===== config.mk =====
export PLATFORM = sky130hd
export DESIGN_NAME = binary_to_led_digit_writes_flat
export DESIGN_NICKNAME = d
export VERILOG_FILES = /design/src/rtl/core/bld_pkg.sv /design/src/rtl/core/bld_if.sv /design/src/rtl/core/bld_cell.sv /design/src/rtl/core/bld_serializer.sv /design/src/rtl/core/binary_to_led_digit_writes.sv /design/src/flat_wrapper.sv
export SDC_FILE = /design/constraint.sdc
export NUM_CORES = 1
export LEC_CHECK = 0
export CAP_MARGIN = 0
export CORE_MARGIN = 2
export CORE_UTILIZATION = 55
export CTS_CLUSTER_DIAMETER = 120
export DETAILED_ROUTE_END_ITERATION = 7
export DONT_BUFFER_PORTS = 1
export PLACE_DENSITY = 0.69
export SLEW_MARGIN = 15
export SYNTH_ARGS = -nofsm -noshare
export SYNTH_HDL_FRONTEND = slang
export SYNTH_SLANG_ARGS = --single-unit

===== constraint.sdc =====
create_clock -name clk -period 8.25 [get_ports clk]
set_input_delay 0.825 -clock clk [delete_from_list [all_inputs] [get_ports clk]]
set_output_delay 0.825 -clock clk [all_outputs]
set_load 0.1 [all_outputs]

===== src/rtl/core/bld_pkg.sv =====
// Shared constants and types for the decimal LED digit writer.
package bld_pkg;

  // Display geometry
  localparam int DIGIT_COUNT  = 5;
  localparam int MAX_DECIMALS = 5;
  localparam int DEC_IDX_W    = $clog2(MAX_DECIMALS);

  // Field widths
  localparam int VALUE_W = 16;
  localparam int POINT_W = 3;
  localparam int ADDR_W  = 4;
  localparam int CODE_W  = 8;
  localparam int BCD_W   = 4;

  // Divide by ten through a reciprocal: q = (v * 52429) >> 19, exact for 16-bit v
  localparam logic [VALUE_W-1:0] DIV10_RECIP = 16'd52429;
  localparam int                 DIV10_SHIFT = 19;
  localparam int                 PROD_W      = 2 * VALUE_W;
  localparam int                 QUOT_W      = PROD_W - DIV10_SHIFT;

  // Display codes
  localparam logic [CODE_W-1:0] BLANK_CODE = 8'h0F;
  localparam logic [CODE_W-1:0] POINT_BIT  = 8'h80;
  localparam logic [CODE_W-1:0] ASCII_ZERO = 8'h30;

  // Data handed from one digit cell to the next
  typedef struct packed {
    logic [VALUE_W-1:0]                  value;
    logic [MAX_DECIMALS-1:0][BCD_W-1:0]  digits;
    logic [POINT_W-1:0]                  point;
  } cell_t;

endpackage


===== src/rtl/core/bld_if.sv =====
// Channel interfaces for the input items and the digit writes.
interface bld_in_if;
  import bld_pkg::*;
  logic               valid;
  logic               ready;
  logic [VALUE_W-1:0] value;
  logic [POINT_W-1:0] point_digit;

  modport source (output valid, output value, output point_digit, input ready);
  modport sink   (input valid, input value, input point_digit, output ready);
endinterface

interface bld_out_if;
  import bld_pkg::*;
  logic              valid;
  logic              ready;
  logic [ADDR_W-1:0] digit_address;
  logic [CODE_W-1:0] digit_code;
  logic              last_write;

  modport source (output valid, output digit_address, output digit_code, output last_write,
                  input ready);
  modport sink   (input valid, input digit_address, input digit_code, input last_write,
                  output ready);
endinterface


===== src/rtl/core/bld_cell.sv =====
// One digit cell: peels the least significant decimal digit off the value.
module bld_cell
  import bld_pkg::*;
(
  input  logic  clk,
  input  logic  rst,
  input  logic  en,
  input  logic  prev_valid,
  input  cell_t prev_data,
  output logic  valid,
  output cell_t data
);

  logic [PROD_W-1:0]  prod;
  logic [QUOT_W-1:0]  quot;
  logic [VALUE_W-1:0] quot_x10;
  logic [VALUE_W-1:0] rem_full;
  cell_t              data_next;

  // Split value into value / 10 and value % 10
  always_comb begin
    prod     = PROD_W'(prev_data.value) * PROD_W'(DIV10_RECIP);
    quot     = prod[PROD_W-1:DIV10_SHIFT];
    quot_x10 = VALUE_W'({quot, 3'b000}) + VALUE_W'({quot, 1'b0});
    rem_full = prev_data.value - quot_x10;

    data_next        = prev_data;
    data_next.value  = VALUE_W'(quot);
    // Shift the new digit in at the top; after the last cell it sits at index 0
    data_next.digits = {rem_full[BCD_W-1:0], prev_data.digits[MAX_DECIMALS-1:1]};
  end

  // Advance the chain
  always_ff @(posedge clk) begin
    if (rst) begin
      valid <= 1'b0;
    end else if (en) begin
      valid <= prev_valid;
    end
  end

  always_ff @(posedge clk) begin
    if (en) begin
      data <= data_next;
    end
  end

endmodule


===== src/rtl/core/bld_serializer.sv =====
// Output stage: turns one converted value into the sequence of digit writes.
module bld_serializer
  import bld_pkg::*;
(
  input  logic       clk,
  input  logic       rst,
  input  logic       ld_valid,
  input  cell_t      ld_data,
  output logic       take,
  bld_out_if.source  wr
);

  logic                                busy;
  logic [ADDR_W-1:0]                   addr;
  logic [MAX_DECIMALS-1:0][BCD_W-1:0]  digits;
  logic [MAX_DECIMALS-1:0]             shown;
  logic [POINT_W-1:0]                  point;

  logic [MAX_DECIMALS-1:0] shown_next;
  logic                    any_upper;
  logic                    cur_last;
  logic [ADDR_W-1:0]       from_right;
  logic [DEC_IDX_W-1:0]    idx;

  // Mark positions filled by the number: rightmost always, the top nonzero and all below it
  always_comb begin
    any_upper = 1'b0;
    for (int k = MAX_DECIMALS - 1; k >= 0; k--) begin
      any_upper     = any_upper | (ld_data.digits[k] != '0);
      shown_next[k] = any_upper;
    end
    shown_next[0] = 1'b1;
  end

  assign cur_last = (addr == ADDR_W'(DIGIT_COUNT));
  assign take     = !busy || (wr.ready && cur_last);

  // Load a new value, step the address, or drop to idle
  always_ff @(posedge clk) begin
    if (rst) begin
      busy <= 1'b0;
      addr <= ADDR_W'(1);
    end else if (take) begin
      busy <= ld_valid;
      addr <= ADDR_W'(1);
    end else if (wr.ready) begin
      addr <= addr + ADDR_W'(1);
    end
  end

  always_ff @(posedge clk) begin
    if (take && ld_valid) begin
      digits <= ld_data.digits;
      shown  <= shown_next;
      point  <= ld_data.point;
    end
  end

  // Form the current write
  always_comb begin
    from_right       = ADDR_W'(DIGIT_COUNT) - addr;
    idx              = from_right[DEC_IDX_W-1:0];
    wr.valid         = busy;
    wr.digit_address = addr;
    wr.last_write    = cur_last;
    wr.digit_code    = BLANK_CODE;
    if (from_right < ADDR_W'(MAX_DECIMALS)) begin
      if (shown[idx]) begin
        wr.digit_code = ASCII_ZERO | CODE_W'(digits[idx]);
        if (ADDR_W'(point) == addr) begin
          wr.digit_code = wr.digit_code | POINT_BIT;
        end
      end
    end
  end

endmodule


===== src/rtl/core/binary_to_led_digit_writes.sv =====
// Top level of the decimal LED digit writer: digit cell chain plus write serializer.
//
// Usage:
//   item    : input channel, one beat per number to show (value, point_digit).
//   digit_wr: output channel, DIGIT_COUNT beats per number, addresses 1 (leftmost)
//             up to DIGIT_COUNT, last_write high on the final beat of the number.
//   Leading positions not filled by the number carry blank code 0x0F; filled
//   positions carry ASCII 0x30..0x39, with bit 7 set where the address matches
//   point_digit. Zero shows a single 0 in the rightmost position.
// Path: with the serializer idle, an accepted number walks in order from the first
//   to the last of the five digit cells and is then loaded into the serializer,
//   which presents the first write of the number.
// Rate: the serializer issues one digit write per cycle while digit_wr is ready;
//   the cell chain itself takes a number every cycle while it is not frozen.
// Stall: when digit_wr is not ready the serializer holds its beat; once the last
//   cell holds a number the serializer cannot take, the whole chain freezes and
//   item drops ready until the serializer takes that number.
// Reset: rst (synchronous) empties the cell chain and the serializer; no
//   partial sequence of writes survives it.
module binary_to_led_digit_writes
  import bld_pkg::*;
(
  input  logic      clk,
  input  logic      rst,
  bld_in_if.sink    item,
  bld_out_if.source digit_wr
);

  logic              en;
  logic              take;
  logic [MAX_DECIMALS:0] stage_valid;
  cell_t             stage_data [MAX_DECIMALS+1];

  // Freeze only when the last cell is full and the serializer cannot take its number
  assign en         = !stage_valid[MAX_DECIMALS] || take;
  assign item.ready = en;

  // Feed the head of the chain
  always_comb begin
    stage_valid[0]       = item.valid;
    stage_data[0].value  = item.value;
    stage_data[0].digits = '0;
    stage_data[0].point  = item.point_digit;
  end

  // One cell per decimal digit
  for (genvar i = 0; i < MAX_DECIMALS; i++) begin : g_cell
    bld_cell u_cell (
      .clk        (clk),
      .rst        (rst),
      .en         (en),
      .prev_valid (stage_valid[i]),
      .prev_data  (stage_data[i]),
      .valid      (stage_valid[i+1]),
      .data       (stage_data[i+1])
    );
  end

  bld_serializer u_serializer (
    .clk      (clk),
    .rst      (rst),
    .ld_valid (stage_valid[MAX_DECIMALS]),
    .ld_data  (stage_data[MAX_DECIMALS]),
    .take     (take),
    .wr       (digit_wr)
  );

endmodule

===== src/flat_wrapper.sv =====
// flat-port wrapper written by rule: the top's interface ports become plain ports
module binary_to_led_digit_writes_flat import bld_pkg::*;
  (clk, rst, item_valid, item_value, item_point_digit, item_ready, digit_wr_valid, digit_wr_digit_address, digit_wr_digit_code, digit_wr_last_write, digit_wr_ready);
  bld_in_if item_i ();
  bld_out_if digit_wr_i ();
  input  logic clk;
  input  logic rst;
  input wire logic [$bits(item_i.valid)-1:0] item_valid;
  input wire logic [$bits(item_i.value)-1:0] item_value;
  input wire logic [$bits(item_i.point_digit)-1:0] item_point_digit;
  output wire logic [$bits(item_i.ready)-1:0] item_ready;
  output wire logic [$bits(digit_wr_i.valid)-1:0] digit_wr_valid;
  output wire logic [$bits(digit_wr_i.digit_address)-1:0] digit_wr_digit_address;
  output wire logic [$bits(digit_wr_i.digit_code)-1:0] digit_wr_digit_code;
  output wire logic [$bits(digit_wr_i.last_write)-1:0] digit_wr_last_write;
  input wire logic [$bits(digit_wr_i.ready)-1:0] digit_wr_ready;
  assign item_i.valid = item_valid;
  assign item_i.value = item_value;
  assign item_i.point_digit = item_point_digit;
  assign item_ready = item_i.ready;
  assign digit_wr_valid = digit_wr_i.valid;
  assign digit_wr_digit_address = digit_wr_i.digit_address;
  assign digit_wr_digit_code = digit_wr_i.digit_code;
  assign digit_wr_last_write = digit_wr_i.last_write;
  assign digit_wr_i.ready = digit_wr_ready;
  binary_to_led_digit_writes u_core (.clk(clk), .rst(rst), .item(item_i), .digit_wr(digit_wr_i));
endmodule

==> out/summary.md <==
• **status** complete, no violations
• **period utilization** 73.7%
• **worst setup path start** item_value[4]
• **max-cap viol count** 0
• **most common cell type on the critical path** sky130_fd_sc_hd__fa_1
• **Max Clk Rate** 164 MHz
• **end-of-flow core utilization** 59.8%
• **xor/xnor cell area share of the yosys netlist** 3.99%
• **top library cells by usage in the layout, fill and taps aside** sky130_fd_sc_hd__inv_1 (391), sky130_fd_sc_hd__ha_1 (361), sky130_fd_sc_hd__fa_1 (168)
• **dominant delay contributor by cell family on the critical path** adder cells
• **ratio of cells with drive above 1 in the final layout** 5.16%
• **compound-gate portion of the synthesized area** 5.12%
• **number of buffers on the longest clock path** 2
• **Final Hold Fails** 0
• **most used flip-flop cell after synthesis** sky130_fd_sc_hd__edfxtp_1
• **number of endpoints failing setup at the final stage** 0
• **clock period minus final worst setup slack** 6.08 ns
• **Chip Width** 175 um
• **data arrival time of the worst path** 6.25 ns
• **transition at the pin with the smallest max-transition slack** 1.10 ns
• **overall die area** 30500 um2
• **final critical-path setup slack** 2.17 ns
• **depth of the worst register-to-register path** 21
• **Area growth syn-to-layout** 7.23%
• **post-synthesis sequential element count** 146
• **depth of the CTS H-tree** 4
• **half-perimeter wire length after placement** 24400 um
• **YS warnings** 0
• **final net count** 1992
• **number of antenna violations at the first check in global routing** 0
• **setup repair bufs after CTS** 0
• **post-layout instance count excluding filler cells** 1837
• **number of buffers inserted for hold repair after clock tree synthesis** 0
• **path type of the worst min-delay path** register to register
• **CP Buf/Inv Count** 4
• **# port buffers** 0
• **Reg2Reg Setup Slack** 2.66 ns
• **starting density of the core** 55.8%
• **Cell variety after synth** 66
• **Placer Congestion** 0.896
• **overall track demand over capacity in global routing** 20.1%
• **sum of routed wire length over all layers** 28300 um
• **number of global-route vias before repair** 9830
• **Remaining DRCs** 0
• **slowest library cell on the worst path** sky130_fd_sc_hd__fa_1
• **I/O pin total** 38
• **CTS root buf** sky130_fd_sc_hd__clkbuf_16
• **Post-Route Skew** 0.0126 ns
• **CP Data Required Time** 8.42 ns
• **largest net degree at the start of global routing** 81
• **critical path class** input port to register
• **post-synthesis async set-or-reset flop share** 0%
• **terminus of the critical flop-to-flop path** u_core.g_cell[2].u_cell.data[22]
• **Syn Std Cell Area** 16000 um2
• **worst skew pair latency** 0.42 ns
• **Sink Count** 146
• **setup tns final** 0 ns
• **setup slack after placement** 1.77 ns
• **vertical die dimension** 175 um
• **clock tree from TritonCTS** done
• **worst-case headroom to the max-slew limit** 26.5%
• **number of buffers inserted during clock tree synthesis** 17
• **combinational family with the most area after synthesis** adder cells
• **clock transition time at the flip-flop clock pins of the worst setup and hold paths** 0.06 ns
• **arithmetic-cell share of the synthesized area counting full adders, half adders and majority gates** 49.2%
• **diodes inserted** 0
• **Synth Area per Inst** 11.3 um2
• **worst stage delay on the critical path** 0.56 ns
• **RSZ-0062 raised after global routing** no
• **Worst setup EP type** register
• **Post-synth EDFFs** 136
• **Cell Chain, Critical Path** ha_1 > fa_1 > inv_1 > fa_1 > fa_1 > inv_1 > fa_1 > inv_1 > fa_1 > inv_1 > ha_1 > a21o_1 > a31o_1 > o21ai_0 > a21oi_2 > nor2_1 > ha_1 > and2_1 > nor2b_1 > mux2i_1 > xnor2_1
• **worst-path maximum fanout** 6
• **sequential element share of the synthesized area** 26.8%
• **TritonRoute pass-1 iters** 5
• **fraction of the mapped netlist area in simple logic gates** 4.53%
• **routed wirelength normalized by instance count** 15.4 um
• **Placement Rows** 62
• **worst flop-to-flop path startpoint** u_core.g_cell[1].u_cell.data[27]
• **wire length of the first global-routing pass** 49000 um
• **Slew Limit Fails** 0
• **remaining global-route overflow** 0
• **first-iteration detailed-routing DRC count** 502
• **launching element type of the critical path** input port
• **Std-Cell Core Area** 28700 um2
• **Synth Instances** 1419
• **critical path depth in cells** 21
• **number of placed cells counting well taps** 1805
• **syn_nets** 1971
• **fillcell total** 2345
• **# resized after CTS** 0
• **number of routed nets with antenna violations** 0
• **commonest non-fill, non-tap cell in the layout** sky130_fd_sc_hd__inv_1
• **Via-to-Cell Ratio** 5.09
• **share of synthesized area spent on multiplexers** 0.938%
• **total via count after detailed routing** 9352
• **worst setup path end** u_core.g_cell[0].u_cell.data[22]
-- per-layer routing --
metal | global-route usage, % | vias to the layer above | share of wire [%]
met5 | 0 | - | 0
met4 | 3.09 | 0 | 0.70
met3 | 2.52 | 19 | 2.8
met2 | 32.2 | 111 | 46
met1 | 30.1 | 4532 | 50
li1 | - | 4690 | -
-- sequential cells by signal, indices dropped and copies added (netlist names) --
name and count:
u_core.u_serializer.wr.digit_address 4, u_core.u_serializer.shown 4, u_core.u_serializer.wr.valid 1, u_core.u_serializer.point 3
u_core.g_cell.u_cell.valid 5, u_core.g_cell.u_cell.data 109, u_core.u_serializer.digits 20
-- worst min path at each step --
stage,startpoint,to,slack (ns),cells after the start
finish,u_core.g_cell[1].u_cell.data[21],u_core.g_cell[2].u_cell.data[17],0.41,0
global route,u_core.g_cell[3].u_cell.data[21],u_core.g_cell[4].u_cell.data[17],0.41,0
CTS,u_core.g_cell[3].u_cell.data[21],u_core.g_cell[4].u_cell.data[17],0.41,0
detailed placement,u_core.g_cell[1].u_cell.data[17],u_core.g_cell[2].u_cell.data[13],0.40,0
global placement,u_core.g_cell[3].u_cell.data[8],u_core.g_cell[4].u_cell.data[4],0.40,0
floorplan,u_core.g_cell[0].u_cell.data[0],u_core.g_cell[1].u_cell.data[0],0.40,0
-- cell usage after synthesis, drive strengths merged (3+ instances only) --
cell type,instances,area [um2]
inv,391,1470
ha,361,4520
fa,168,3360
edfxtp,136,4080
nand2,46,173
xnor2,45,394
a21oi,35,194
nor2,35,131
xor2,28,245
o21ai,20,104
a21o,17,130
nand3,15,75.1
a211oi,10,80.1
dfxtp,10,200
nor3,9,45.0
nand4,8,50.1
or2,8,50.1
mux2i,6,60.1
buf,5,32.5
nor2b,5,31.3
nor4,5,31.3
and4,4,41.3
mux4,4,90.1
a211o,3,26.3
o211ai,3,22.5
o21bai,3,22.5
-- cell families (layout without fill, tap and decap cells) --
| logic type | after synthesis | after routing |
|---|---|---|
| and+or+nand+nor | 148 | 148 |
| DFF | 146 | 146 |
| muxes | 10 | 10 |
| adders and majority gates | 529 | 529 |
| other | 1 | 1 |
| buffers and inverters | 397 | 431 |
| AOI/OAI and AO/OA | 115 | 115 |
| xor gates and xnor gates | 73 | 73 |
-- worst register-to-register path, cell delays in order, from the launching register on --
cell                       delay, ns
sky130_fd_sc_hd__edfxtp_1       0.50
sky130_fd_sc_hd__ha_1           0.37
sky130_fd_sc_hd__inv_1          0.06
sky130_fd_sc_hd__fa_1           0.53
sky130_fd_sc_hd__fa_1           0.54
sky130_fd_sc_hd__inv_1          0.06
sky130_fd_sc_hd__fa_1           0.51
sky130_fd_sc_hd__inv_1          0.06
sky130_fd_sc_hd__fa_1           0.50
sky130_fd_sc_hd__inv_1          0.04
sky130_fd_sc_hd__ha_1           0.18
sky130_fd_sc_hd__a21oi_1        0.14
sky130_fd_sc_hd__nor2b_1        0.06
sky130_fd_sc_hd__or4_1          0.41
sky130_fd_sc_hd__o21ai_2        0.23
sky130_fd_sc_hd__o21bai_1       0.15
sky130_fd_sc_hd__xor2_1         0.26
sky130_fd_sc_hd__ha_1           0.31
sky130_fd_sc_hd__nand2_1        0.08
sky130_fd_sc_hd__nand2_1        0.06
sky130_fd_sc_hd__xnor2_1        0.16
sky130_fd_sc_hd__xnor2_1        0.13
-- per-stage QoR --
stage	hold WS, ns	instance area, um2
final	0.412	17200
after CTS	0.411	17200
after global routing	0.412	17200
after detailed placement	0.405	16600
after global placement	0.401	16600
after floorplan	0.400	16000
-- cell type report --
cell class              count  area, um2  area share (%)
clock buffers              18        429            2.50
clock inverters            14        165           0.962
inverters                 391       1470            8.55
multi-input cells         876      10300            59.8
flip-flops and latches    146       4280            25.0
well taps                 384        480            2.80
repair buffers              8       80.1           0.467
Power is left out: the tool's default activity adds up to more than one toggle a clock period on the data nets, which glitch-free logic cannot reach.
